File: src/design/tce_pkg.sv
// ---------------------------------------------------------------------------
// tce_pkg
// Shared types and constants for the cursor escape encoder.
// ---------------------------------------------------------------------------
`default_nettype none

package tce_pkg;

   localparam logic [4:0] SCREEN_ROWS    = 5'd24;
   localparam logic [6:0] SCREEN_COLUMNS = 7'd80;
   localparam logic [6:0] MAX_SPACES     = 7'd64;
   localparam logic [7:0] COLUMN_LIMIT   = 8'd255;

   localparam logic [2:0] MODE_CHAR   = 3'd0;
   localparam logic [2:0] MODE_SPACES = 3'd1;
   localparam logic [2:0] MODE_MOVE   = 3'd2;
   localparam logic [2:0] MODE_ERASE  = 3'd3;
   localparam logic [2:0] MODE_CLEAR  = 3'd4;

   localparam logic [7:0] BYTE_BS    = 8'h08;
   localparam logic [7:0] BYTE_LF    = 8'h0A;
   localparam logic [7:0] BYTE_CR    = 8'h0D;
   localparam logic [7:0] BYTE_ESC   = 8'h1B;
   localparam logic [7:0] BYTE_SPACE = 8'h20;
   localparam logic [7:0] BYTE_F     = 8'h46;
   localparam logic [7:0] BYTE_H     = 8'h48;
   localparam logic [7:0] BYTE_J     = 8'h4A;
   localparam logic [7:0] BYTE_K     = 8'h4B;

   typedef struct packed {
      logic [2:0] mode;
      logic [7:0] char_byte;
      logic [6:0] space_count;
      logic [4:0] target_row;
      logic [6:0] target_column;
   } req_payload_type;

   typedef struct packed {
      logic [7:0] out_byte;
      logic       last_byte;
   } rsp_payload_type;

   typedef struct packed {
      logic load;
      logic step;
   } tce_cmd_type;

   typedef struct packed {
      logic empty;
      logic last;
      logic out_free;
   } tce_status_type;

   typedef enum logic [0:0] {
      CTL_IDLE,
      CTL_EMIT
   } ctl_state_type;

endpackage

`default_nettype wire

File: src/design/tce_ctrl.sv
// ---------------------------------------------------------------------------
// tce_ctrl
// Controller: takes one command, then steps out its bytes one per beat while the output is free.
// ---------------------------------------------------------------------------
`default_nettype none

module tce_ctrl
   import tce_pkg::*;
(
   input  wire logic           clock,
   input  wire logic           reset,
   input  wire logic           req_valid,
   output logic                req_stall,
   input  wire tce_status_type status,
   output tce_cmd_type         cmd
);

   ctl_state_type state_ff;
   ctl_state_type state_in;

   always_ff @(posedge clock) begin
      if (reset) begin
         state_ff <= CTL_IDLE;
      end else begin
         state_ff <= state_in;
      end
   end

   always_comb begin
      state_in  = state_ff;
      cmd       = '0;
      req_stall = 1'b1;
      case (state_ff)
         CTL_IDLE: begin
            req_stall = 1'b0;
            if (req_valid) begin
               cmd.load = 1'b1;
               state_in = CTL_EMIT;
            end
         end
         CTL_EMIT: begin
            if (status.empty) begin
               state_in = CTL_IDLE;
            end else if (status.out_free) begin
               cmd.step = 1'b1;
               if (status.last) begin
                  state_in = CTL_IDLE;
               end
            end
         end
         default: begin
            state_in = CTL_IDLE;
         end
      endcase
   end

endmodule

`default_nettype wire

File: src/design/tce_dp.sv
// ---------------------------------------------------------------------------
// tce_dp
// Datapath: cursor state, byte plan for one command, output register.
// ---------------------------------------------------------------------------
`default_nettype none

module tce_dp
   import tce_pkg::*;
(
   input  wire logic            clock,
   input  wire logic            reset,
   input  wire req_payload_type req_data,
   input  wire tce_cmd_type     cmd,
   output tce_status_type       status,
   output logic                 rsp_valid,
   input  wire logic            rsp_stall,
   output rsp_payload_type      rsp_data
);

   function automatic logic [7:0] to_bcd(input logic [6:0] v);
      logic [3:0] tens;
      tens = 4'd0;
      for (int k = 1; k < 10; k++) begin
         if ({1'b0, v} >= 8'(10 * k)) begin
            tens = tens + 4'd1;
         end
      end
      return {1'b0, v} + 8'(tens * 6);
   endfunction

   logic [4:0]      row_ff;
   logic [4:0]      row_in;
   logic [7:0]      col_ff;
   logic [7:0]      col_in;
   logic [3:0][7:0] slot_ff;
   logic [3:0][7:0] slot_in;
   logic [6:0]      remain_ff;
   logic [6:0]      remain_in;
   logic [1:0]      idx_ff;
   logic            rsp_valid_ff;
   rsp_payload_type rsp_data_ff;

   logic [4:0] tgt_row;
   logic [6:0] tgt_col;
   logic [6:0] run_len;
   logic [8:0] col_sum;

   always_comb begin
      tgt_row = req_data.target_row;
      if (req_data.target_row == 5'd0) begin
         tgt_row = 5'd1;
      end else if (req_data.target_row > SCREEN_ROWS) begin
         tgt_row = SCREEN_ROWS;
      end
      tgt_col = req_data.target_column;
      if (req_data.target_column == 7'd0) begin
         tgt_col = 7'd1;
      end else if (req_data.target_column > SCREEN_COLUMNS) begin
         tgt_col = SCREEN_COLUMNS;
      end
      run_len = (req_data.space_count > MAX_SPACES) ? MAX_SPACES : req_data.space_count;
   end

   always_comb begin
      row_in    = row_ff;
      col_in    = col_ff;
      slot_in   = '0;
      remain_in = 7'd0;
      col_sum   = 9'd0;
      case (req_data.mode)
         MODE_CHAR: begin
            remain_in  = 7'd1;
            slot_in[0] = req_data.char_byte;
            col_sum    = {1'b0, col_ff} + 9'd1;
            col_in     = (col_sum > {1'b0, COLUMN_LIMIT}) ? COLUMN_LIMIT : col_sum[7:0];
         end
         MODE_SPACES: begin
            remain_in = run_len;
            slot_in   = {4{BYTE_SPACE}};
            col_sum   = {1'b0, col_ff} + {2'b00, run_len};
            col_in    = (col_sum > {1'b0, COLUMN_LIMIT}) ? COLUMN_LIMIT : col_sum[7:0];
         end
         MODE_MOVE: begin
            if (!(row_ff == tgt_row && col_ff == {1'b0, tgt_col})) begin
               row_in = tgt_row;
               col_in = {1'b0, tgt_col};
               if (row_ff == tgt_row && col_ff == ({1'b0, tgt_col} + 8'd1)) begin
                  remain_in  = 7'd1;
                  slot_in[0] = BYTE_BS;
               end else if (({1'b0, row_ff} + 6'd1) == {1'b0, tgt_row} &&
                            (tgt_col == 7'd1 || {1'b0, tgt_col} == col_ff)) begin
                  if ({1'b0, tgt_col} != col_ff) begin
                     remain_in  = 7'd2;
                     slot_in[0] = BYTE_CR;
                     slot_in[1] = BYTE_LF;
                  end else begin
                     remain_in  = 7'd1;
                     slot_in[0] = BYTE_LF;
                  end
               end else if (tgt_row == 5'd1 && tgt_col == 7'd1) begin
                  remain_in  = 7'd2;
                  slot_in[0] = BYTE_ESC;
                  slot_in[1] = BYTE_H;
               end else begin
                  remain_in  = 7'd4;
                  slot_in[0] = BYTE_ESC;
                  slot_in[1] = BYTE_F;
                  slot_in[2] = to_bcd({2'b00, tgt_row - 5'd1});
                  slot_in[3] = to_bcd(tgt_col - 7'd1);
               end
            end
         end
         MODE_ERASE: begin
            remain_in  = 7'd2;
            slot_in[0] = BYTE_ESC;
            slot_in[1] = BYTE_K;
         end
         MODE_CLEAR: begin
            remain_in  = 7'd4;
            slot_in[0] = BYTE_ESC;
            slot_in[1] = BYTE_H;
            slot_in[2] = BYTE_ESC;
            slot_in[3] = BYTE_J;
            row_in     = 5'd1;
            col_in     = 8'd1;
         end
         default: begin
            remain_in = 7'd0;
         end
      endcase
   end

   always_ff @(posedge clock) begin
      if (reset) begin
         row_ff       <= 5'd1;
         col_ff       <= 8'd1;
         remain_ff    <= 7'd0;
         idx_ff       <= 2'd0;
         rsp_valid_ff <= 1'b0;
      end else begin
         if (cmd.load) begin
            row_ff    <= row_in;
            col_ff    <= col_in;
            slot_ff   <= slot_in;
            remain_ff <= remain_in;
            idx_ff    <= 2'd0;
         end else if (cmd.step) begin
            remain_ff <= remain_ff - 7'd1;
            idx_ff    <= idx_ff + 2'd1;
         end
         if (cmd.step) begin
            rsp_valid_ff <= 1'b1;
         end else if (!rsp_stall) begin
            rsp_valid_ff <= 1'b0;
         end
      end
   end

   always_ff @(posedge clock) begin
      if (cmd.step) begin
         rsp_data_ff.out_byte  <= slot_ff[idx_ff];
         rsp_data_ff.last_byte <= (remain_ff == 7'd1);
      end
   end

   assign status.empty    = (remain_ff == 7'd0);
   assign status.last     = (remain_ff == 7'd1);
   assign status.out_free = !rsp_valid_ff || !rsp_stall;
   assign rsp_valid       = rsp_valid_ff;
   assign rsp_data        = rsp_data_ff;

endmodule

`default_nettype wire

File: src/design/terminal_cursor_escape_encoder_core.sv
// ---------------------------------------------------------------------------
// terminal_cursor_escape_encoder_core
// Screen commands in, terminal bytes out; tracks the cursor position.
// ---------------------------------------------------------------------------
//   channel | ports              | direction | beat
//   req     | req_valid/req_stall | in        | one screen command
//   rsp     | rsp_valid/rsp_stall | out       | one terminal byte
//
// A command is taken while the controller is idle, then its bytes leave one
// per cycle from the byte sequencer while rsp does not stall; no new command is taken until then.
// A stall on rsp holds the output register and the sequencer.
// Reset puts the cursor at row 1, column 1 and sends no bytes.
// ---------------------------------------------------------------------------
`default_nettype none

module terminal_cursor_escape_encoder_core
   import tce_pkg::*;
(
   input  wire logic            clock,
   input  wire logic            reset,
   input  wire logic            req_valid,
   output logic                 req_stall,
   input  wire req_payload_type req_data,
   output logic                 rsp_valid,
   input  wire logic            rsp_stall,
   output rsp_payload_type      rsp_data
);

   tce_cmd_type    cmd;
   tce_status_type status;

   tce_ctrl u_ctrl (
      .clock     (clock),
      .reset     (reset),
      .req_valid (req_valid),
      .req_stall (req_stall),
      .status    (status),
      .cmd       (cmd)
   );

   tce_dp u_dp (
      .clock     (clock),
      .reset     (reset),
      .req_data  (req_data),
      .cmd       (cmd),
      .status    (status),
      .rsp_valid (rsp_valid),
      .rsp_stall (rsp_stall),
      .rsp_data  (rsp_data)
   );

   a_busy_after_accept: assert property (@(posedge clock) disable iff (reset)
      (req_valid && !req_stall) |=> req_stall)
      else $error("command taken but controller not busy");

   a_idle_after_last: assert property (@(posedge clock) disable iff (reset)
      (cmd.step && status.last) |=> !req_stall)
      else $error("controller busy after final byte");

   a_step_fills_output: assert property (@(posedge clock) disable iff (reset)
      cmd.step |=> rsp_valid)
      else $error("byte stepped but output register empty");

   a_no_step_while_blocked: assert property (@(posedge clock) disable iff (reset)
      cmd.step |-> (!status.empty && status.out_free))
      else $error("byte stepped with nothing to send or output blocked");

endmodule

`default_nettype wire

File: config.mk
export PLATFORM = sky130hd
export DESIGN_NAME = terminal_cursor_escape_encoder_core
export DESIGN_NICKNAME = d
export VERILOG_FILES = /design/src/design/tce_pkg.sv /design/src/design/tce_ctrl.sv /design/src/design/tce_dp.sv /design/src/design/terminal_cursor_escape_encoder_core.sv
export SDC_FILE = /design/constraint.sdc
export NUM_CORES = 1
export LEC_CHECK = 0
export ABC_AREA = 1
export BUFFER_PORTS_ARGS = -buffer_cell sky130_fd_sc_hd__buf_4
export CAP_MARGIN = 20
export CELL_PAD_IN_SITES_DETAIL_PLACEMENT = 0
export CELL_PAD_IN_SITES_GLOBAL_PLACEMENT = 1
export CORE_MARGIN = 2
export CORE_UTILIZATION = 35
export DETAILED_ROUTE_END_ITERATION = 12
export PLACE_DENSITY_LB_ADDON = 0.1
export SYNTH_ARGS = -nofsm -noshare
export SYNTH_HDL_FRONTEND = slang
export SYNTH_SLANG_ARGS = --single-unit
export TNS_END_PERCENT = 10
File: constraint.sdc
create_clock -name clock -period 12.5 [get_ports clock]
set_input_delay 1.875 -clock clock [delete_from_list [all_inputs] [get_ports clock]]
set_output_delay 1.875 -clock clock [all_outputs]
set_load 0.005 [all_outputs]
Yosys cells after proc, flatten, opt, wreduce, memory -nomap -nowiden
Cells that the tools add are included.

word-level totals
  register bits after elaboration = 65
  bits of input ports = 34
  output and inout bits = 11
  logic and storage cells = 206

operators by class
  $add $sub $neg = 20
  $mul = 2
  $lt $le $gt $ge = 18
  eq/ne operators = 15
  muxes and demuxes = 117
  bitwise logic cells = 2
  reductions and logical operators = 20

operators with widths
  kind                                                                                 number
  4-bit two-way mux                                                                    71
  8-bit case mux with 4 select lines                                                   3
  7-bit two-way mux                                                                    8
  16-bit two-way mux                                                                   3
  16-bit case mux with 3 select lines                                                  1
  4-bit by 1-bit adder with 4-bit output, second input constant                        10
  8-bit two-way mux                                                                    5
  7-bit case mux with 5 select lines                                                   1
  32-bit two-way mux                                                                   1
  24-bit two-way mux                                                                   1
  7-bit by 6-bit greater-or-equal comparator with 1-bit output, second input constant  3
  7-bit greater-or-equal comparator, second input constant                             3
  9-bit by 8-bit > comparator with 1-bit output, second input constant                 2
  8-bit binary-select mux with 2-bit select                                            1
  5-bit two-way mux                                                                    3
  7-bit by 1-bit equality test with 1-bit output, second input constant                2
  7-bit by 5-bit greater-or-equal comparator with 1-bit output, second input constant  2
  7-bit > comparator, second input constant                                            2
  7-bit logical NOT                                                                    2
  7-bit by 1-bit subtractor with 7-bit output, second input constant                   2
  1-bit two-way mux                                                                    13
  4-bit by 2-bit multiplier with 6-bit output, second input constant                   2
  12-bit two-way mux                                                                   1
  5-bit greater-or-equal comparator, second input constant                             2
  39 further kinds                                                                     50

Depth between registers and ports, before layout
Gate-level depths: netlist of run 1.

  depth in word-level cells = 74
  mapped depth = 54
  gate-level depth less buffers = 54

Cells and area by module
A second synthesis of run 1 with hierarchy kept.

second synthesis, totals
  cell total of the unflattened synthesis = 822
  area, all modules = 5884.4 µm²

modules (own cells, without submodules)
  module    instances  cells an instance  area an instance (µm²)  seq. area each (µm²)
  tce_dp    1          812                5821.8                  1601.5
  tce_ctrl  1          10                 62.6                    20.0

Worst setup path before layout of run 1
No wires, ideal clock.

  path type = input port to flip-flop
  from = input port req_data[5] in the netlist's numbering
  to = register u_dp.slot_ff[30] in the netlist's numbering (data pin)
  setup time = 0.273 ns
  arrival = 8.181 ns
  required time = 12.227 ns
  setup slack = 4.046 ns
  stages = 45
  buffers on the path = 0
  path through = inv_1 > nand2_1 > nor2_1 > nand2_1 > nand2_4 > inv_4 > ha_1 > nand3_1 > nand2_4 > nor2_8 > inv_4 > a211oi_1 > ha_1 > inv_1 > nand3_2 > nand2_1 > nand2_1 > nand3_2 > [9 not listed] > or2_2 > nand2_1 > inv_1 > nand2_1 > nand3_1 > nand2_1 > inv_1 > ha_1 > nor2_1 > a21oi_1 > ha_1 > fa_1 > ha_1 > a21oi_1 > o21ai_0 > a21oi_1 > xor2_1 > o21ai_0

between the ends
  cells in the longest elaborated chain, start to end = 74
  elaborated cells between the ends (all ways) = 93
  classes of those cells = add/sub (11); mul (1); order compare (10); eq/ne (4); mux (61); reduce/logical (6)

ends and longest elaborated chain
  item                                                          line                                       text
  start: declaration                                            terminal_cursor_escape_encoder_core.sv:23  input wire req_payload_type req_data,
  7-bit > comparator                                            tce_dp.sv:58                               end else if (req_data.target_column > SCREEN_COLUMNS) begin
  7-bit two-way mux                                             tce_dp.sv:58
  7-bit two-way mux (*)                                         tce_dp.sv:56                               if (req_data.target_column == 7'd0) begin
  7-bit by 1-bit subtractor with 7-bit output                   tce_dp.sv:109                              slot_in[3] = to_bcd(tgt_col - 7'd1);
  7-bit by 4-bit greater-or-equal comparator with 1-bit output  tce_dp.sv:24                               if ({1'b0, v} >= 8'(10 * k)) begin
  1-bit two-way mux                                             tce_dp.sv:24
  4-bit two-way mux                                             tce_dp.sv:100                              end else if (tgt_row == 5'd1 && tgt_col == 7'd1) begin
  4-bit two-way mux                                             tce_dp.sv:90                               end else if (({1'b0, row_ff} + 6'd1) == {1'b0, tgt_row} &&
  [58 not listed]                                               n/a
  4-bit two-way mux                                             tce_dp.sv:70                               case (req_data.mode)
  4-bit by 2-bit multiplier with 6-bit output                   tce_dp.sv:28                               return {1'b0, v} + 8'(tens * 6);
  7-bit by 7-bit adder with 8-bit output                        tce_dp.sv:28
  16-bit two-way mux                                            tce_dp.sv:100
  16-bit two-way mux                                            tce_dp.sv:90
  24-bit two-way mux                                            tce_dp.sv:87                               if (row_ff == tgt_row && col_ff == ({1'b0, tgt_col} + 8'd1)) begin
  32-bit two-way mux (*)                                        tce_dp.sv:84                               if (!(row_ff == tgt_row && col_ff == {1'b0, tgt_col})) begin
  16-bit case mux with 3 select lines (*)                       tce_dp.sv:70
  end signal: assignment                                        tce_dp.sv:144                              slot_ff <= slot_in;
  end: declaration                                              tce_dp.sv:35                               logic [3:0][7:0] slot_ff;

Every way passes the cells marked *; elsewhere a longest branch is shown, timed or not. The select of a mux whose other input is x is not followed.
A chain may end at the register's enable or synchronous reset.

Worst setup path in the final report of run 1
Same ends and word-level chain as after synthesis.

==> results of run 1 <==
## layer usage
metal | vias to the layer above | track usage, %
met3 | 17 | 1.78
met2 | 93 | 29.7
met4 | 0 | 4.91
met5 | - | 0
li1 | 2798 | -
met1 | 2451 | 23.1
## how the worst max path moves through the flow
stage               depth (start not counted)               end  slack [ns]        start
floorplan                                  45  u_dp.slot_ff[30]        4.05  req_data[5]
global placement                           46  u_dp.slot_ff[30]        3.45  req_data[5]
detailed placement                         46  u_dp.slot_ff[30]        3.13  req_data[5]
CTS                                        46  u_dp.slot_ff[30]        3.45  req_data[5]
global route                               46  u_dp.slot_ff[30]        2.80  req_data[5]
finish                                     46  u_dp.slot_ff[30]        3.48  req_data[5]
## registers in the layout, indices dropped and copies added (netlist names)
register         flops
u_dp.slot_ff        29
u_dp.rsp_data        9
u_dp.col_ff          8
u_dp.remain_ff       7
u_dp.row_ff          5
u_dp.idx_ff          2
u_ctrl.state_ff      1
u_dp.rsp_valid       1
## synth_stat cells, drive strengths merged (3+ instances only)
| library cell | count | share of area [%] |
|---|---|---|
| a21oi | 40 | 3.4 |
| edfxtp | 38 | 19 |
| dfxtp | 24 | 8.1 |
| a211oi | 4 | 0.51 |
| or2 | 4 | 0.42 |
| nand2 | 185 | 14 |
| ha | 43 | 9.1 |
| a221oi | 5 | 0.74 |
| nand3 | 75 | 7.6 |
| clkbuf | 10 | 0.63 |
| xnor2 | 10 | 1.5 |
| nor2 | 80 | 5.8 |
| xor2 | 30 | 4.4 |
| nor3 | 9 | 0.76 |
| nand3b | 3 | 0.38 |
| a31oi | 7 | 0.74 |
| fa | 6 | 2.0 |
| o21bai | 4 | 0.70 |
| a22oi | 3 | 0.38 |
| o211ai | 7 | 1.1 |
| o21ai | 52 | 4.4 |
| inv | 142 | 9.1 |
| mux2i | 6 | 1.0 |
| o22ai | 6 | 0.63 |
| nand4 | 6 | 0.63 |
## cell usage in the layout (no fill, tap or decap), types with 3 or more instances in the layout
master	netlist	layout
nand4_1	6	6
inv_2	10	10
a31oi_1	7	7
dfxtp_1	24	24
nand3_1	63	63
o21ai_0	51	51
o21bai_1	3	3
edfxtp_1	38	38
nand2_1	154	154
nand3b_1	3	3
mux2i_1	6	6
xnor2_1	10	10
o211ai_1	5	5
nand3_2	10	10
nand2_2	16	16
conb_1	2	4
ha_1	43	43
inv_1	130	130
a221oi_1	5	5
a21oi_1	40	40
nor2_2	5	6
clkbuf_16	0	9
a22oi_1	3	3
xor2_1	30	30
buf_4	0	46
nand2_4	15	15
nor3_1	9	9
nor2_1	72	71
o22ai_1	6	6
fa_1	6	6
a211oi_1	4	4
## where the power goes
| part | switching (uW) | leakage [uW] | total, uW | internal (uW) |
|---|---|---|---|---|
| clock | 86.7 | 0.000146 | 252 | 165 |
| sequential | 19.8 | 0.000557 | 269 | 249 |
| combinational | 311 | 0.00256 | 514 | 203 |
## through the flow
step                      cells  area, um2  utilization [%]  total power, uW  setup slack (ns)
after floorplan             822       5940                -              670              4.05
after global placement     1077       6520             39.3              784              3.45
after detailed placement   1077       6520             39.3              787              3.13
after CTS                  1093       6820             41.1             1040              3.45
after global routing       1093       6820             41.1             1140              2.80
final                      1093       6820             41.1             1030              3.48
## cell families after synthesis
family	after synthesis	share of synthesized area, %
AO/OA/AOI/OAI	140	14.2
buffers and inverters	154	9.85
other	2	0.127
adder cells (fa/ha/maj)	49	11.1
XOR/XNOR	40	5.91
AND/OR/NAND/NOR	367	30.4
multiplexers	6	1.01
flip-flops	62	27.3
## worst max-delay path: cells and delay by family
family,cells,cell delay (ns)
and+or+nand+nor,24,2.78
AOI/OAI and AO/OA,6,1.27
xor gates and xnor gates,1,0.15
adders and majority gates,8,2.40
buffers and inverters,7,0.55
## cell type report
type | count | area (um2)
Clock buffer | 13 | 260
Timing Repair Buffer | 46 | 345
Sequential cell | 62 | 1620
Clock inverter | 3 | 42.5
Multi-Input combinational cell | 606 | 3730
Tap cell | 220 | 275
Fill cell | 1755 | 9760
Inverter | 143 | 542
==> results.txt, run 1 <==
status: finished, final reports clean
Worst R2R Start: u_dp.col_ff[6]
number of max-cap violations: 0
hold buffers post-CTS: 0
Crit. End Element: flop
Final Hold Fails: 0
worst-margin pin slew: 0.708 ns
DRT antenna net count: 0
setup_tns: 0 ns
met3 wire length: 556 um
WP data arrival: 9.06 ns
Initial DRC Count: 283
worst-case clock buffer depth: 2
postcts setup bufs: 0
worst-path cell with the longest stage delay: fa_1
DRC: 0
Rel. slew slack: 52.3%
Die Area: 0.0180 mm2
Initial DRT Pass Iterations: 4
P&R area growth vs syn: 15.0%
WL final: 15.0 mm
clock latency on the worst-skew pair: 0.32 ns
minimum clock period: 9.02 ns
Warnings, synthesis: 0
Synth Cell Area: 0.00593 mm2
Max Clk Rate: 111 MHz
Most used DFF post-synth: edfxtp_1
post-synthesis sequential area ratio: 27.3%
Async SR Flop Fraction: 0%
leakage dissipation: 0.00326 uW
fin. max-slew vios: 0
number of global-route vias before repair: 5203
initial antenna violation count: 0
Die H: 134 um
most used cell, CP: nand2_1
clk sink count: 62
Congestion Overflow GR: 0
met2 wire length: 7.07 mm
hold depth: 2
delay of the slowest critical-path stage: 0.42 ns
FF-to-FF path depth: 13
highest routing layer actually used: met4
DR vias/cell: 4.90
nets@finish: 951
GP Congestion: 0.803
core box area: 0.0166 mm2
num rows: 47
Seq cells post-synth: 62
nature of the critical path startpoint: primary input
die width: 134 um
Syn Inst Count: 820
Max FO, Critical Path: 7
Ant. Diodes: 0
post-synthesis cell type count: 53
syn_area_per_cell: 7.23 um2
PostCTS Resize Cnt: 0
TritonCTS Buffers: 9
Final setup viols: 0
R2R Path End: u_dp.slot_ff[9]
Clock transition at path regs: 0.05 ns
CTS tree: built
clock skew: 0.00510 ns
Top-Level Pins: 45
largest net degree at the start of global routing: 30
root buffer cell: clkbuf_16
worst hold slack: 0.514 ns
H-tree depth: 3
unrepaired setup endpoints after global routing: false
worst path required time: 12.53 ns
first-pass GRT wire length: 25.3 mm
WL met1: 7.13 mm
Power Density: 152 mW/mm2
Initial Util: 35.8%
R2R Setup Slk: 9.39 ns
IO buf count: 44
total track usage: 17.3%
vias: 5359
Final Cycle Share: 72.2%
Max rail drop VDD: 0.0000695 V
HPWL Detailed: 12.2 mm
Hold Startpoint: u_dp.row_ff[4]
fraction of layout cells with a size suffix above 1: 14.9%
Avg WL per Cell: 13.7 um
number of synthesized flops with an enable pin: 38
Hold EP: u_dp.row_ff[4]
HP Class: flop to flop
WS Path Type: primary input to flop
No activity file was read; power rests on OpenSTA's default activity.
==> inputs of run 2 (changes only) <==
Clock period 12.5 ns to 7.5 ns, I/O delays scaled along.
==> run 2 against run 1 <==
  * Sequential share of layout area shrank 1.7 points
  * Design area is 7.6% higher
  * Count of clock-buffer cells in the layout is 2 lower
  * Clock power increased by 62%
  * Combinational power increased by 110%
  * Power is 86% higher
  * Highest routed layer unchanged
  * Clock skew grew 0.0010 ns
  * Core utilization increased by 3.1 points
  * Cell count increased by 4.7%
==> results.txt, run 2 (synthesis results as in run 1) <==
Initial DRC Count: 273 (-3.5%)
Max rail drop VDD: 0.000133 V (+91%)
Max FO, Critical Path: 6 (-1)
nets@finish: 1002 (+5.4%)
root buffer cell: clkbuf_16
Worst R2R Start: u_dp.col_ff[6]
Final setup viols: 0 (unchanged)
WL final: 15.6 mm (+3.6%)
number of max-cap violations: 0 (unchanged)
Congestion Overflow GR: 0 (unchanged)
nature of the critical path startpoint: primary input
Max Clk Rate: 142 MHz
H-tree depth: 3 (unchanged)
worst-margin pin slew: 0.654 ns (-0.0545 ns)
FF-to-FF path depth: 13 (unchanged)
# fillers: 1711 (-2.5%)
Avg WL per Cell: 13.6 um (-1.0%)
setup_tns: 0 ns (unchanged)
IO buf count: 44 (unchanged)
DRC: 0 (unchanged)
largest net degree at the start of global routing: 20 (-33%)
vias: 5527 (+3.1%)
hold buffers post-CTS: 0 (unchanged)
max FFs per register: 29 (unchanged)
commonest non-fill, non-tap cells in the layout: nand2_1, inv_1, buf_4
Initial DRT Pass Iterations: 4 (unchanged)
clock latency on the worst-skew pair: 0.34 ns (+0.02 ns)
clk sink count: 62 (unchanged)
fin. max-slew vios: 0 (unchanged)
WS Path Type: primary input to flop
Die H: 134 um (unchanged)
DRT antenna net count: 0 (unchanged)
HP Class: flop to flop
Rel. slew slack: 56.0% (+3.7 points)
Hold EP: u_dp.rsp_valid
first-pass GRT wire length: 25.8 mm (+2.2%)
Hold Startpoint: u_dp.rsp_valid
status: finished, final reports clean
worst path required time: 7.57 ns (-4.96 ns)
delay of the slowest critical-path stage: 0.59 ns (+0.17 ns)
HPWL Detailed: 12.6 mm (+3.5%)
initial antenna violation count: 0 (unchanged)
R2R Path End: u_dp.slot_ff[9]
Power Density: 263 mW/mm2 (+73%)
total track usage: 17.8% (+0.52 points)
GP Congestion: 0.868 (+8.1%)
number of global-route vias before repair: 5391 (+3.6%)
Final Cycle Share: 94.0%
fraction of layout cells with a size suffix above 1: 21.9% (+7.0 points)
clock skew: 0.00615 ns (+0.00105 ns)
worst-case clock buffer depth: 2 (unchanged)
Top reg by flops: u_dp.slot_ff
P&R area growth vs syn: 23.8%
TritonCTS Buffers: 9 (unchanged)
hold depth: 2 (unchanged)
Final Hold Fails: 0 (unchanged)
Top-Level Pins: 45 (unchanged)
minimum clock period: 7.05 ns
Clock transition at path regs: 0.06 ns (about the same)
R2R Setup Slk: 4.52 ns (-4.87 ns)
Crit. End Element: flop
num rows: 47 (unchanged)
CTS tree: built
Ant. Diodes: 0 (unchanged)
fin cells: 1144 (+4.7%)
core box area: 0.0166 mm2 (unchanged)
Die Area: 0.0180 mm2 (unchanged)
most used cell, CP: nand2_1
dpl cells: 1127 (+4.6%)
PnR Total Power: 1930 uW (+86%)
die width: 134 um (unchanged)
WP data arrival: 7.12 ns (-1.94 ns)
Initial Util: 35.8% (unchanged)
leakage dissipation: 0.00350 uW (+7.3%)
commonest non-fill, non-tap cell in the layout: nand2_1
worst-path cell with the longest stage delay: fa_1
DR vias/cell: 4.83 (-1.5%)
## run 2: cell count changes in the layout (fill, tap and decap cells not counted), sizes merged
cell / change
clkbuf: -2
clkinv: +2
buf: +51
## run 2: metal layers
layer	wire length (um)	GRT usage, %
met5	0	0
met1	7290	22.7
met2	7650	31.7
met3	459	2.83
met4	162	4.09
## run 2: timing repair
| action | in CTS | in global routing |
|---|---|---|
| gates resized for setup | 0 | 27 |
| setup endpoints to repair | 0 | 5 |
| setup buffers | 0 | 1 |
## run 2: where the power goes
group | switching (uW) | internal (uW) | leakage, uW
Combinational | 584 | 488 | 0.00281
Clock | 152 | 255 | 0.000137
Sequential | 33.1 | 415 | 0.000557
Total | 769 | 1160 | 0.00350
## run 2: final cells by class
| type | count | area (um2) | area share [%] |
|---|---|---|---|
| clock buffers | 11 | 233 | 3.17 |
| repair buffers | 97 | 728 | 9.92 |
| multi-input cells | 606 | 3880 | 52.9 |
| well taps | 220 | 275 | 3.75 |
| clock inverters | 5 | 51.3 | 0.699 |
| flip-flops and latches | 62 | 1620 | 22.1 |
| inverters | 143 | 544 | 7.42 |
## run 2: worst max-delay path by stage
stage / from / end / cells after the start / slack, ns
6_report: req_data[6] / u_dp.slot_ff[30] / 48 / 0.45
5_1_grt: req_data[6] / u_dp.slot_ff[30] / 48 / -0.02
4_1_cts: req_data[5] / u_dp.slot_ff[30] / 46 / 0.08
3_5_place_dp: req_data[5] / u_dp.slot_ff[30] / 46 / -0.28
3_3_place_gp: req_data[5] / u_dp.slot_ff[30] / 46 / -0.05
2_1_floorplan: req_data[5] / u_dp.slot_ff[30] / 45 / 0.006
## run 2: per-stage QoR
step	util, %	instance area [um2]	hold WS [ns]	setup slack, ns
floorplan	-	5950	0.471	0.00638
global placement	41.6	6910	0.491	-0.0491
detailed placement	41.6	6910	0.504	-0.276
CTS	43.4	7190	0.511	0.0769
global route	44.3	7340	0.532	-0.0236
finish	44.3	7340	0.508	0.446
## run 2: worst max-delay path: cells and delay by family
family / cells / cell delay [ns]
simple gates: 25 / 2.38
xor+xnor: 1 / 0.15
fa+ha+maj: 8 / 2.16
buf+inv: 8 / 0.51
compound gates: 6 / 0.82
==> inputs of run 3 (changes only) <==
Settings changed: ABC_AREA 1 to unset.
==> run 3 against run 2 <==
  * The flow now finishes with violations (setup timing)
  * Clock skew increased by 0.0030 ns
  * Count of clock-buffer cells in the layout increased by 1
  * Design area up 2.9%
  * Clock power up 2%
  * Cell count fell by 11%
  * Synthesized cell count decreased by 15%
  * Largest cell class unchanged
  * Highest routed layer unchanged
==> results.txt, run 3 <==
status: complete, but fails checks
violated checks: setup timing
WP data arrival: 7.66 ns (+0.54 ns)
DR vias/cell: 5.26 (+9.0%)
number of synthesized flops with an enable pin: 38 (unchanged)
Die H: 135 um (+0.47%)
CTS tree: built
core box area: 0.0166 mm2 (+0.35%)
worst-path cell with the longest stage delay: fa_1
Avg WL per Cell: 15.8 um (+16%)
post-synthesis cell type count: 84 (+58%)
Final Cycle Share: 101% (+7.3 points)
commonest non-fill, non-tap cells in the layout: buf_4, nor2_1, a21oi_1
Max Clk Rate: 132 MHz (-7.2%)
synth top area cells: edfxtp_1, ha_1, dfxtp_1, xor2_1, a21oi_1
total track usage: 18.2% (+0.36 points)
Top reg by flops: u_dp.slot_ff
post-route cell area: 0.00755 mm2 (+2.9%)
# fillers: 1632 (-4.6%)
Synth Cell Area: 0.00599 mm2 (+0.97%)
syn_area_per_cell: 8.55 um2 (+18%)
hold buffers post-CTS: 0 (unchanged)
leakage dissipation: 0.00305 uW (-13%)
unrepaired setup endpoints after global routing: true
nets@finish: 878 (-12%)
H-tree depth: 3 (unchanged)
Synth top area share: 19.1% (-0.19 points)
most used cell, CP: ha_4
worst-case clock buffer depth: 2 (unchanged)
DRT antenna net count: 0 (unchanged)
GP Congestion: 0.806 (-7.1%)
clock latency on the worst-skew pair: 0.33 ns (about the same)
commonest non-fill, non-tap cell in the layout: buf_4
fin. max-slew vios: 0 (unchanged)
worst path required time: 7.55 ns (-0.02 ns)
number of global-route vias before repair: 5313 (-1.4%)
Syn Inst Count: 700 (-15%)
HPWL Detailed: 12.8 mm (+1.5%)
Rel. slew slack: 28.3% (-28 points)
Ant. Diodes: 0 (unchanged)
DRC: 0 (unchanged)
IO buf count: 44 (unchanged)
TritonCTS Buffers: 9 (unchanged)
flip-flop and latch area: 0.00162 mm2 (unchanged)
Die Area: 0.0182 mm2 (+0.94%)
die width: 135 um (+0.47%)
WS Path Type: primary input to flop
multi-input logic area: 0.00426 mm2 (+9.6%)
root buffer cell: clkbuf_16
num rows: 47 (unchanged)
fraction of layout cells with a size suffix above 1: 26.4% (+4.5 points)
delay of the slowest critical-path stage: 0.59 ns (about the same)
Initial DRC Count: 249 (-8.8%)
Power Density: 244 mW/mm2 (-7.3%)
Initial DRT Pass Iterations: 5 (+1)
Congestion Overflow GR: 0 (unchanged)
vias: 5370 (-2.8%)
P&R area growth vs syn: 26.1%
clock skew: 0.00917 ns (+0.00302 ns)
worst-margin pin slew: 1.07 ns (+0.418 ns)
PnR Total Power: 1840 uW (-4.6%)
Final setup viols: 1 (+1)
Async SR Flop Fraction: 0% (unchanged)
Crit. End Element: flop
first-pass GRT wire length: 26.6 mm (+3.1%)
Top-Level Pins: 45 (unchanged)
Seq cells post-synth: 62 (unchanged)
WL final: 16.1 mm (+3.8%)
nature of the critical path startpoint: primary input
post-synth top area cell: edfxtp_1
Clock transition at path regs: 0.06 ns (about the same)
max FFs per register: 29 (unchanged)
Warnings, synthesis: 0 (unchanged)
minimum clock period: 7.60 ns (+0.551 ns)
Synth top cells by count: nor2_1, a21oi_1, inv_1, nand2_1, ha_1
number of max-cap violations: 0 (unchanged)
Final Hold Fails: 0 (unchanged)
Max FO, Critical Path: 6 (unchanged)
largest net degree at the start of global routing: 30 (+50%)
initial antenna violation count: 0 (unchanged)
Initial Util: 36.0% (+0.22 points)
HP Class: flop to flop
Max rail drop VDD: 0.000140 V (+5.8%)
count leader, synth: nor2_1
setup ws final: -0.104 ns (-0.551 ns)
post-synthesis sequential area ratio: 27.1% (-0.26 points)
clk sink count: 62 (unchanged)
placed instance area: 0.00714 mm2 (+3.4%)
Most used DFF post-synth: edfxtp_1
run 3: changes by cell type in the layout (fill, tap and decap cells not counted), sizes merged, moves of 15 or more:
cell / delta
buf: +23
a21oi: +17
nor2: -26
inv: -97
nand3: -48
xnor2: +15
nand2: -141
run 3: per-stage QoR:
stage	cells	hold slack [ns]	setup slack, ns	util (%)	TNS [ns]
after global routing	1020	0.525	-0.429	45.4	-1.21
after CTS	1019	0.497	-0.118	45.1	-0.157
after detailed placement	1001	0.488	-0.708	42.9	-2.60
final	1020	0.491	-0.104	45.4	-0.104
after floorplan	702	0.444	-0.635	-	-1.92
after global placement	1001	0.461	-0.520	42.9	-1.58
run 3: worst max-delay path: cells and delay by family:
kind	cells	cell delay, ns
compound gates	14	2.41
mux	1	0.28
buf+inv	4	0.43
simple gates	4	0.72
xor+xnor	3	0.47
fa+ha+maj	8	2.23
run 3: layout make-up:
| type | count | area share, % |
|---|---|---|
| tap | 220 | 3.65 |
| inverter | 45 | 2.24 |
| multi-input combinational | 557 | 56.4 |
| timing repair buffer | 120 | 12.2 |
| sequential | 62 | 21.5 |
| clock buffer | 12 | 3.70 |
| clock inverter | 4 | 0.348 |
run 3: logic make-up (layout without fill, tap and decap cells):
kind of cell / after synthesis / after routing / synth area share, %
and+or+nand+nor: 238 / 238 / 21.5
AOI/OAI and AO/OA: 189 / 189 / 20.8
buffers and inverters: 83 / 181 / 5.71
DFF: 62 / 62 / 27.1
xor gates and xnor gates: 60 / 60 / 9.63
adders and majority gates: 50 / 50 / 11.2
muxes: 16 / 16 / 3.97
other: 2 / 4 / 0.125
run 3: layer usage:
| metal | wire [um] | part of all wire [%] | vias up | track usage [%] |
|---|---|---|---|---|
| met3 | 517 | 3.2 | 19 | 2.36 |
| met2 | 7740 | 48 | 87 | 30.7 |
| met5 | 0 | 0 | - | 0 |
| met4 | 233 | 1.4 | 0 | 4.91 |
| li1 | - | - | 2717 | - |
| met1 | 7650 | 47 | 2547 | 24.6 |
run 3: power by group:
group          switching, uW  internal, uW
Clock                    151           263
Sequential              22.9           394
Combinational            491           517
run 3: timing repair:
action                                  4_1_cts  5_1_grt
buffers inserted                              2        1
pin swaps                                     4        4
endpoints found under the setup margin        4        4
resized for setup                            12        5
run 3: worst paths after layout:
| check | startpoint | end | slack (ns) | cells past startpoint |
|---|---|---|---|---|
| worst max-delay path | req_data[0] | u_dp.slot_ff[30] | -0.10 | 34 |
| worst min-delay path | u_dp.remain_ff[6] | u_dp.remain_ff[6] | 0.49 | 2 |
| worst max register to register | u_dp.col_ff[3] | u_dp.slot_ff[20] | 4.17 | 10 |
| worst min register to register | u_dp.remain_ff[6] | u_dp.remain_ff[6] | 0.49 | 2 |
